==> src/design/lir_pkg.sv <==
`timescale 1ns / 1ps

package lir_pkg;

    // Field and arithmetic widths
    localparam int SMP_W   = 16;               // PCM sample width
    localparam int FRAC_W  = 16;               // fractional bits of the phase
    localparam int RATIO_W = 21;               // ratio register width, Q16
    localparam int PHASE_W = 21;               // phase accumulator width
    localparam int DIFF_W  = SMP_W + 1;        // cur - prev
    localparam int PROD_W  = DIFF_W + FRAC_W + 1;
    localparam int MAX_RES = 64;               // most results per input item
    localparam int CNT_W   = $clog2(MAX_RES) + 1;

    localparam logic [PHASE_W-1:0] PH_ONE    = PHASE_W'(1) << FRAC_W;
    localparam logic [RATIO_W-1:0] RATIO_ONE = RATIO_W'(1) << FRAC_W;
    localparam logic [RATIO_W-1:0] RATIO_MIN = RATIO_ONE >> 5;
    localparam logic [RATIO_W-1:0] RATIO_MAX = RATIO_ONE << 4;

    // Sequencer states
    typedef enum logic [2:0] {
        S_IDLE,
        S_START,
        S_L1,
        S_G1,
        S_L2CHK,
        S_G2,
        S_END
    } t_state;

    // Commands from the controller to the datapath
    typedef struct packed {
        logic cap;      // capture the input item
        logic mul;      // register (cur - prev) * phase
        logic gen;      // form a result into the pending stage, advance phase
        logic byp;      // pending stage takes the input sample as is
        logic wrap;     // end of the interval: wrap phase, prev takes cur
        logic first;    // first sample of a buffer: phase to 0, prev takes cur
        logic flush;    // move the pending result out as the item's last
        logic clr;      // return interpolation state to reset values
    } t_cmd;

    // Status from the datapath to the controller
    typedef struct packed {
        logic have_prev;
        logic bypass;     // ratio is exactly 1.0
        logic more;       // another output position lies in this interval, within the result limit
        logic last;       // captured item ends a buffer
        logic pend_valid;
        logic out_free;   // output register can take a result this cycle
    } t_stat;

endpackage

==> src/design/lir_ctrl.sv <==
`timescale 1ns / 1ps

module lir_ctrl
    import lir_pkg::*;
(
    input  logic  i_clk,
    input  logic  i_rst_n,
    input  logic  i_in_valid,
    input  t_stat i_stat,
    output logic  o_in_ready,
    output t_cmd  o_cmd
);

    t_state r_state;
    t_state n_state;

    // pending stage may be refilled once its old content can leave
    logic w_slot;
    assign w_slot = !i_stat.pend_valid || i_stat.out_free;

    // State register
    always_ff @(posedge i_clk) begin
        if (!i_rst_n) begin
            r_state <= S_IDLE;
        end else begin
            r_state <= n_state;
        end
    end

    // Next state
    always_comb begin
        n_state = r_state;
        case (r_state)
            S_IDLE: begin
                if (i_in_valid) n_state = S_START;
            end
            S_START: begin
                if (i_stat.bypass)         n_state = S_END;
                else if (i_stat.have_prev) n_state = S_L1;
                else                       n_state = S_L2CHK;
            end
            S_L1: begin
                n_state = i_stat.more ? S_G1 : S_L2CHK;
            end
            S_G1: begin
                if (w_slot) n_state = S_L1;
            end
            S_L2CHK: begin
                n_state = (i_stat.last && i_stat.more) ? S_G2 : S_END;
            end
            S_G2: begin
                if (w_slot) n_state = S_L2CHK;
            end
            S_END: begin
                if (w_slot) n_state = S_IDLE;
            end
            default: n_state = S_IDLE;
        endcase
    end

    // Outputs
    always_comb begin
        o_cmd      = '0;
        o_in_ready = 1'b0;
        case (r_state)
            S_IDLE: begin
                o_in_ready = 1'b1;
                o_cmd.cap  = i_in_valid;
            end
            S_START: begin
                if (i_stat.bypass)          o_cmd.byp   = 1'b1;
                else if (!i_stat.have_prev) o_cmd.first = 1'b1;
            end
            S_L1: begin
                if (i_stat.more) o_cmd.mul  = 1'b1;
                else             o_cmd.wrap = 1'b1;
            end
            S_G1: begin
                o_cmd.gen = w_slot;
            end
            S_L2CHK: begin
                o_cmd.mul = i_stat.last && i_stat.more;
            end
            S_G2: begin
                o_cmd.gen = w_slot;
            end
            S_END: begin
                if (w_slot) begin
                    o_cmd.flush = i_stat.pend_valid;
                    o_cmd.clr   = i_stat.last || i_stat.bypass;
                end
            end
            default: begin
                o_cmd = '0;
            end
        endcase
    end

endmodule

==> src/design/lir_datapath.sv <==
`timescale 1ns / 1ps

module lir_datapath
    import lir_pkg::*;
(
    input  logic                     i_clk,
    input  logic                     i_rst_n,
    input  t_cmd                     i_cmd,
    output t_stat                    o_stat,
    input  logic                     i_cfg_we,
    input  logic [RATIO_W-1:0]       i_cfg_wdata,
    input  logic signed [SMP_W-1:0]  i_in_sample,
    input  logic                     i_in_end,
    output logic                     o_out_valid,
    input  logic                     i_out_ready,
    output logic signed [SMP_W-1:0]  o_out_sample,
    output logic                     o_out_run_last,
    output logic                     o_out_done
);

    logic [RATIO_W-1:0]       r_ratio;
    logic signed [SMP_W-1:0]  r_cur;
    logic                     r_last;
    logic signed [SMP_W-1:0]  r_prev;
    logic                     r_have_prev;
    logic [PHASE_W-1:0]       r_phase;
    logic [CNT_W-1:0]         r_count;
    logic signed [PROD_W-1:0] r_prod;
    logic signed [SMP_W-1:0]  r_pend;
    logic                     r_pend_valid;
    logic                     r_out_valid;
    logic signed [SMP_W-1:0]  r_out_sample;
    logic                     r_out_run_last;
    logic                     r_out_done;

    // Ratio clamped to the supported range
    logic [RATIO_W-1:0] w_step;
    always_comb begin
        if (r_ratio < RATIO_MIN)      w_step = RATIO_MIN;
        else if (r_ratio > RATIO_MAX) w_step = RATIO_MAX;
        else                          w_step = r_ratio;
    end

    // Multiplier operands: difference and fractional phase
    logic signed [DIFF_W-1:0]   w_diff;
    logic signed [FRAC_W:0]     w_frac;
    assign w_diff = DIFF_W'(r_cur) - DIFF_W'(r_prev);
    assign w_frac = $signed({1'b0, r_phase[FRAC_W-1:0]});

    // Interpolated value: prev plus the product shifted down (floor)
    logic signed [PROD_W-1:0] w_q;
    logic signed [PROD_W-1:0] w_sum;
    logic signed [SMP_W-1:0]  w_val;
    assign w_q   = r_prod >>> FRAC_W;
    assign w_sum = PROD_W'(r_prev) + w_q;
    assign w_val = w_sum[SMP_W-1:0];

    logic w_out_free;
    assign w_out_free = !r_out_valid || i_out_ready;

    // Status towards the controller
    always_comb begin
        o_stat.have_prev  = r_have_prev;
        o_stat.bypass     = (r_ratio == RATIO_ONE);
        o_stat.more       = (r_phase < PH_ONE) && (r_count < CNT_W'(MAX_RES));
        o_stat.last       = r_last;
        o_stat.pend_valid = r_pend_valid;
        o_stat.out_free   = w_out_free;
    end

    // Configuration register
    always_ff @(posedge i_clk) begin
        if (!i_rst_n) begin
            r_ratio <= RATIO_ONE;
        end else if (i_cfg_we) begin
            r_ratio <= i_cfg_wdata;
        end
    end

    // Input capture and product register
    always_ff @(posedge i_clk) begin
        if (i_cmd.cap) begin
            r_cur  <= i_in_sample;
            r_last <= i_in_end;
        end
        if (i_cmd.mul) begin
            r_prod <= PROD_W'(w_diff) * PROD_W'(w_frac);
        end
    end

    // Interpolation state
    always_ff @(posedge i_clk) begin
        if (!i_rst_n) begin
            r_prev      <= '0;
            r_have_prev <= 1'b0;
            r_phase     <= '0;
            r_count     <= '0;
        end else begin
            if (i_cmd.cap) begin
                r_count <= '0;
            end
            if (i_cmd.gen) begin
                r_phase <= r_phase + PHASE_W'(w_step);
                r_count <= r_count + CNT_W'(1);
            end
            if (i_cmd.wrap) begin
                // count limit can stop the loop short of the interval end
                r_phase     <= (r_phase >= PH_ONE) ? (r_phase - PH_ONE) : '0;
                r_prev      <= r_cur;
                r_have_prev <= 1'b1;
            end
            if (i_cmd.first) begin
                r_phase     <= '0;
                r_prev      <= r_cur;
                r_have_prev <= 1'b1;
            end
            if (i_cmd.clr) begin
                r_prev      <= '0;
                r_have_prev <= 1'b0;
                r_phase     <= '0;
            end
        end
    end

    // Pending stage: holds a result until it is known whether another follows
    always_ff @(posedge i_clk) begin
        if (!i_rst_n) begin
            r_pend_valid <= 1'b0;
        end else begin
            if (i_cmd.gen || i_cmd.byp) begin
                r_pend_valid <= 1'b1;
            end else if (i_cmd.flush) begin
                r_pend_valid <= 1'b0;
            end
        end
        if (i_cmd.gen) begin
            r_pend <= w_val;
        end else if (i_cmd.byp) begin
            r_pend <= r_cur;
        end
    end

    // Output register
    always_ff @(posedge i_clk) begin
        if (!i_rst_n) begin
            r_out_valid <= 1'b0;
        end else if ((i_cmd.gen && r_pend_valid) || i_cmd.flush) begin
            r_out_valid <= 1'b1;
        end else if (i_out_ready) begin
            r_out_valid <= 1'b0;
        end
        if (i_cmd.gen && r_pend_valid) begin
            r_out_sample   <= r_pend;
            r_out_run_last <= 1'b0;
            r_out_done     <= 1'b0;
        end else if (i_cmd.flush) begin
            r_out_sample   <= r_pend;
            r_out_run_last <= 1'b1;
            r_out_done     <= r_last;
        end
    end

    assign o_out_valid    = r_out_valid;
    assign o_out_sample   = r_out_sample;
    assign o_out_run_last = r_out_run_last;
    assign o_out_done     = r_out_done;

endmodule

==> src/design/linear_interp_resampler.sv <==
`timescale 1ns / 1ps
// Channel     Direction  Ports            Contents
// s_axis      in         tdata, tlast     sample_in / buffer_end
// m_axis      out        tdata, tuser,    sample_out / run_last / buffer_done
//                        tlast
// cfg         in         we, wdata        ratio_step, unsigned Q16
//
// Without stalls each interpolated result passes through the shared multiplier
// register and then the pending stage; a bypass result goes straight to the
// pending stage.
// The input is taken only when the sequencer is idle; the last result may
// still sit in the output register while the next item is accepted.
// A stalled output holds the sequencer at the pending stage.
// Reset is synchronous, active low; ratio_step returns to 1.0 (bypass).

module linear_interp_resampler
    import lir_pkg::*;
(
    input  logic               i_clk,
    input  logic               i_rst_n,
    input  logic               i_cfg_we,
    input  logic [RATIO_W-1:0] i_cfg_wdata,
    input  logic               i_s_axis_tvalid,
    output logic               o_s_axis_tready,
    input  logic [15:0]        i_s_axis_tdata,   // [15:0] sample_in
    input  logic               i_s_axis_tlast,
    output logic               o_m_axis_tvalid,
    input  logic               i_m_axis_tready,
    output logic [15:0]        o_m_axis_tdata,   // [15:0] sample_out
    output logic               o_m_axis_tuser,   // [0] run_last
    output logic               o_m_axis_tlast
);

    t_cmd                    w_cmd;
    t_stat                   w_stat;
    logic signed [SMP_W-1:0] w_out_sample;

    lir_ctrl u_ctrl (
        .i_clk      (i_clk),
        .i_rst_n    (i_rst_n),
        .i_in_valid (i_s_axis_tvalid),
        .i_stat     (w_stat),
        .o_in_ready (o_s_axis_tready),
        .o_cmd      (w_cmd)
    );

    lir_datapath u_dp (
        .i_clk          (i_clk),
        .i_rst_n        (i_rst_n),
        .i_cmd          (w_cmd),
        .o_stat         (w_stat),
        .i_cfg_we       (i_cfg_we),
        .i_cfg_wdata    (i_cfg_wdata),
        .i_in_sample    ($signed(i_s_axis_tdata[SMP_W-1:0])),
        .i_in_end       (i_s_axis_tlast),
        .o_out_valid    (o_m_axis_tvalid),
        .i_out_ready    (i_m_axis_tready),
        .o_out_sample   (w_out_sample),
        .o_out_run_last (o_m_axis_tuser),
        .o_out_done     (o_m_axis_tlast)
    );

    assign o_m_axis_tdata = w_out_sample;

endmodule

==> config.mk <==
export PLATFORM = sky130hd
export DESIGN_NAME = linear_interp_resampler
export DESIGN_NICKNAME = d
export VERILOG_FILES = /design/src/design/lir_pkg.sv /design/src/design/lir_ctrl.sv /design/src/design/lir_datapath.sv /design/src/design/linear_interp_resampler.sv
export SDC_FILE = /design/constraint.sdc
export NUM_CORES = 1
export LEC_CHECK = 0
export BUFFER_PORTS_ARGS = -buffer_cell sky130_fd_sc_hd__buf_2
export CAP_MARGIN = 0
export CELL_PAD_IN_SITES_DETAIL_PLACEMENT = 0
export CELL_PAD_IN_SITES_GLOBAL_PLACEMENT = 2
export CORE_MARGIN = 1
export CORE_UTILIZATION = 30
export DETAILED_ROUTE_END_ITERATION = 8
export GPL_ROUTABILITY_DRIVEN = 0
export MAX_ROUTING_LAYER = met4
export PLACE_DENSITY = 0.66
export SKIP_CTS_REPAIR_TIMING = 1
export SLEW_MARGIN = 0
export SYNTH_ARGS = -nofsm -noshare
export SYNTH_HDL_FRONTEND = slang
export SYNTH_SLANG_ARGS = --single-unit
==> constraint.sdc <==
create_clock -name i_clk -period 7.9 [get_ports i_clk]
set_input_delay 0.79 -clock i_clk [delete_from_list [all_inputs] [get_ports i_clk]]
set_output_delay 0.79 -clock i_clk [all_outputs]
set_load 0.01 [all_outputs]
Yosys cells after proc, flatten, opt, wreduce, memory -nomap -nowiden
Cells that the tools add are included.
- memory bits (read-only): 0
- word-level logic and storage cells: 102
- latch bits: 0
- memories kept: 0
- bits in registers: 154
- memory bits (writable): 0
- add/subtract/negate cells: 5
- bitwise operators: 1
- order comparisons: 5
- reduce and logical (&&, ||, !) cells: 22
- multiplexer cells: 42
- multipliers: 1
- shift operators: 0
- equality and inequality tests: 11
- div/mod/pow operators: 0
- operators with widths (operator ; number):
    $mux 21 ; 5
    $mux 16 ; 6
    $mul 17x17->32 ; 1
    $add 21x21->21 ; 1
    $eq 21x17->1 const B ; 1
    $ge 21x17->1 const B ; 1
    $gt 21x21->1 const B ; 1
    $lt 21x12->1 const B ; 1
    $lt 21x17->1 const B ; 1
    $mux 3 ; 7
    $pmux 3 s7 ; 1
    $sub 21x17->21 const B ; 1
    $mux 1 ; 17
    $sub 16x16->17 ; 1
    $add 16x16->16 ; 1
    $mux 7 ; 2
    $reduce_bool 2->1 ; 7
    $eq 3x3->1 const B ; 3
    $add 7x1->7 const B ; 1
    $lt 7x7->1 const B ; 1
    $eq 3x2->1 const B ; 2
    $mux 2 ; 3
    $ne 2x1->1 const B ; 3
    $logic_or 1x1->1 ; 5
    10 further kinds ; 14

Longest topological paths before layout
- depth after elaboration: 7
- gate-level depth with buffers: 33
- depth with buffers taken out: 33

Hierarchy
From an unflattened synthesis, not the netlist that was laid out.
- cell total of the unflattened synthesis: 1926
- area, all modules: 17777.0 µm²
- modules (own cells, without submodules) (module ; instances ; cells each ; area each (µm²)):
    lir_datapath ; 1 ; 1875 ; 17382.9
    lir_ctrl ; 1 ; 51 ; 394.1

Worst setup path before layout
No wires, ideal clock.
- path type: register to register
- start: register u_dp.r_cur[0]
- end: register u_dp.r_prod[31] (data pin)
- setup time: 267 ps
- slack: 68 ps
- cell stages (with the launch flop): 32
- clock period less this slack: 7832 ps
- buffers on the path: 1
- arrival: 7565 ps
- cell sequence: edfxtp_1 > inv_1 > ha_1 > fa_1 > nand2b_1 > a21boi_0 > o21ai_0 > a211oi_1 > o311ai_2 > nand2b_1 > a21oi_1 > xnor2_1 > buf_2 > nand2_1 > fa_1 > fa_1 > fa_1 > inv_1 > fa_1 > fa_1 > inv_1 > fa_1 > inv_1 > ha_1 > nand2_1 > o21ai_0 > a21oi_1 > o31a_4 > o21ai_4 > o41ai_4 > o21ai_1 > xor2_1
- cells in the longest elaborated chain, start to end: 2
- ends and longest elaborated chain (what ; line ; text):
    from (decl) ; lir_datapath.sv:22 ; logic signed [SMP_W-1:0] r_cur;
    from (signal assigned) ; lir_datapath.sv:83 ; r_cur <= i_in_sample;
    $sub 16x16->17 ; lir_datapath.sv:47 ; assign w_diff = DIFF_W'(r_cur) - DIFF_W'(r_prev);
    $mul 17x17->32 ; lir_datapath.sv:87 ; r_prod <= PROD_W'(w_diff) * PROD_W'(w_frac);
    to (signal assigned) ; lir_datapath.sv:87 ;
    to (decl) ; lir_datapath.sv:28 ; logic signed [PROD_W-1:0] r_prod;
Every way passes these cells.
A chain may end at the register's enable or synchronous reset.

Final worst setup path
- start: register u_dp.r_cur[0]
- end: register u_dp.r_prod[30] (data pin)
Same word-level chain as after synthesis.

==> impl_results.md <==
* Status: complete, no violations
* Register bit total from synthesis at 138
* Mapped cell area at 17580 sq um
* GR Overflow Total at 0
* Switch share at 30.64%
* Final Hold Vio Count at 0
* Yosys top cell by area: fa_1
* Fin. max-slew vios at 0
* DRT antenna net count at 0
* Top-area cell type share of the netlist area at 29.83%
* Post-synthesis sequential area ratio at 19.41%
* Post-synth EDFFs at 65
* Clock buffer depth at 2
* Slowest stage delay, CP at 0.54 ns
* Die W at 244.1 um
* Vias at 12930
* Max Fclk at 0.1292 GHz
* Iteration-0 DRC count of the detailed router at 626
* Area delta synth->final at 16.98%
* Vias in the first global route at 13220
* Crit path max-delay cell type: fa_1
* Share of cells above drive strength 1 at 15.22%
* Comb pwr share at 26.2%
* Pwr/cell area at 102.2 nW/um^2
* Antenna violations before repair at 0
* Crit path required time at 8.10 ns
* DP HPWL at 39130 um
* Fin crit share at 97.99%
* Ports at 63
* Unrepaired setup endpoints after global routing: true
* Post-synth top flop: dfxtp_1
* Power Total at 2102 uW
* Hold Path Class: reg2reg
* Clock group share of total power at 36.1%
* Largest cells by area after synthesis: fa_1, edfxtp_1, ha_1
* Tightest Pin Transition at 0.9941 ns
* Asr flop ratio synth at 0%
* H-tree depth at 4
* Mapped Cells at 1911
* Cts bufs inserted at 17
* Largest net degree at the start of global routing at 36
* Crit Path Category: reg2reg
* Clk slew on worst S/H paths at 0.06 ns
* Worst setup EP type: flop
* Std-Cell Rows at 88
* WP data arrival at 7.94 ns
* Max cap viols at 0
* CP most frequent cell: fa_1
* Worst skew pair latency at 0.46 ns
* Die height at 244.1 um
* Post-synth net total at 2353
* Die area at 59590 sq um
* Synth cell types at 71
* Sink Count at 138
* Post-synth top cells: inv_1, fa_1, nand2_1
* Initial Util at 30.42%
* Antenna diodes at 0
* Slew Limit Headroom at 33.64%
* Number of vias per cell at 4.560
* IO buf count at 62
* # DRC at 0
* P_leak at 0.009884 uW
* Maximum VDD drop at 0.1568 mV
* Seq pwr share at 37.8%
* CP Max Fanout at 3
* Core area at 57810 sq um
* CTS tree: done
* Hold slack at 0.4140 ns
* Final Setup Violations at 0
* GRT Overall Usage at 17.26%
* Final net count at 2499
* Critical Path Source Type: flop
* First-pass iteration count of the detailed router at 5
* First-pass GRT wire length at 76600 um
* Wire per inst at 16.97 um
* Most frequent cell after synthesis: inv_1
* Root Driver: clkbuf_16
* Synth warn at 0
* Clock period minus final worst setup slack at 7.741 ns
* Internal power at 1458 uW
* Avg Inst Size Synth at 9.202 sq um
* Layout Skew at 0.01006 ns
* Final wirelength at 48110 um
* Core Util, Final at 35.59%
* Switch Pwr at 644.1 uW
==> flip-flops by register name, indices dropped and copies added, names as in the netlist, 3 cells and up <==
name,flops
u_dp.r_pend,16
u_dp.r_prev,16
u_ctrl.r_state,3
u_dp.r_count,7
u_dp.r_cur,16
u_dp.o_out_sample,16
u_dp.r_phase,21
u_dp.r_ratio,21
u_dp.r_prod,16
==> final timing paths <==
path	slack, ns	cells past startpoint	from	endpoint
worst max-delay path	0.16	32	u_dp.r_cur[0]$_DFFE_PP_	u_dp.r_prod[30]$_DFFE_PP_
worst min-delay path	0.41	0	u_dp.r_pend[10]$_DFFE_PP_	u_dp.o_out_sample[10]$_DFFE_PP_
worst max register to register	0.16	32	u_dp.r_cur[0]$_DFFE_PP_	u_dp.r_prod[30]$_DFFE_PP_
worst min register to register	0.41	0	u_dp.r_pend[10]$_DFFE_PP_	u_dp.o_out_sample[10]$_DFFE_PP_
==> power groups by stage <==
stage / clock network [uW] / registers, uW / logic (uW)
finish: 758 / 794 / 550
global route: 810 / 797 / 598
CTS: 787 / 794 / 517
detailed placement: 0 / 809 / 513
global placement: 0 / 809 / 514
floorplan: 0 / 798 / 267
==> routing by layer <==
layer	global-route usage [%]	routed length, um	part of all wire, %	vias to the layer above
li1	-	-	-	6291
met1	24.63	24780	52	6412
met2	25.33	20830	43	198
met3	2.403	1756	3.6	27
met4	4.835	740	1.5	0
met5	-	0	0	-
==> area by class of cell <==
| cell class | instances | area (sq um) |
|---|---|---|
| Tap cell | 765 | 957.2 |
| Fill cell | 5952 | 37230 |
| Sequential cell | 138 | 3415 |
| Clock buffer | 28 | 496.7 |
| Multi-Input combinational cell | 1327 | 12780 |
| Inverter | 374 | 1404 |
| Timing Repair Buffer | 199 | 1470 |
| Clock inverter | 4 | 45.04 |
==> placed cells by master (no fill, tap or decap), types with 17 or more instances in the layout <==
cell type	Yosys	routed
xnor2_1	53	49
edfxtp_1	65	65
fa_1	262	254
ha_1	137	129
nor2b_1	47	47
nand2b_1	19	18
o21ai_0	58	55
clkbuf_16	0	17
a21oi_1	60	52
buf_2	8	62
and2_1	140	135
nand2_1	192	191
mux2i_1	37	37
nor2_1	93	90
nor3_1	23	20
xor2_1	23	20
nand3_1	17	17
inv_1	374	363
buf_4	1	125
dfxtp_1	73	72
==> kinds of logic after synthesis <==
family                     count (synthesis)  synth area share (%)
and+or+nand+nor                          581                 16.50
buffers and inverters                    446                 9.599
adders and majority gates                399                 39.58
AOI/OAI and AO/OA                        234                 9.023
DFF                                      138                 19.41
xor gates and xnor gates                  76                 3.785
muxes                                     37                 2.106
==> stage by stage <==
stage                     setup TNS (ns)  instance area [sq um]  cells  setup slack [ns]
after CTS                         -1.018                  20170   2824           -0.2347
after detailed placement         -0.6829                  19630   2792           -0.1831
final                                  0                  20570   2835            0.1587
after global routing             -0.9443                  20570   2835           -0.1736
after floorplan                        0                  17580   1911           0.06799
after global placement           -0.6870                  19630   2792           -0.1975
==> worst max-delay path, delay by kind of cell, from the launching register on <==
kind            cells  cell delay [ns]
simple gates        4             0.49
compound gates      9             1.83
fa+ha+maj           9             3.71
xor+xnor            2             0.29
flops               1             0.36
buf+inv             8             0.81
No activity file was read; power rests on OpenSTA's default activity.
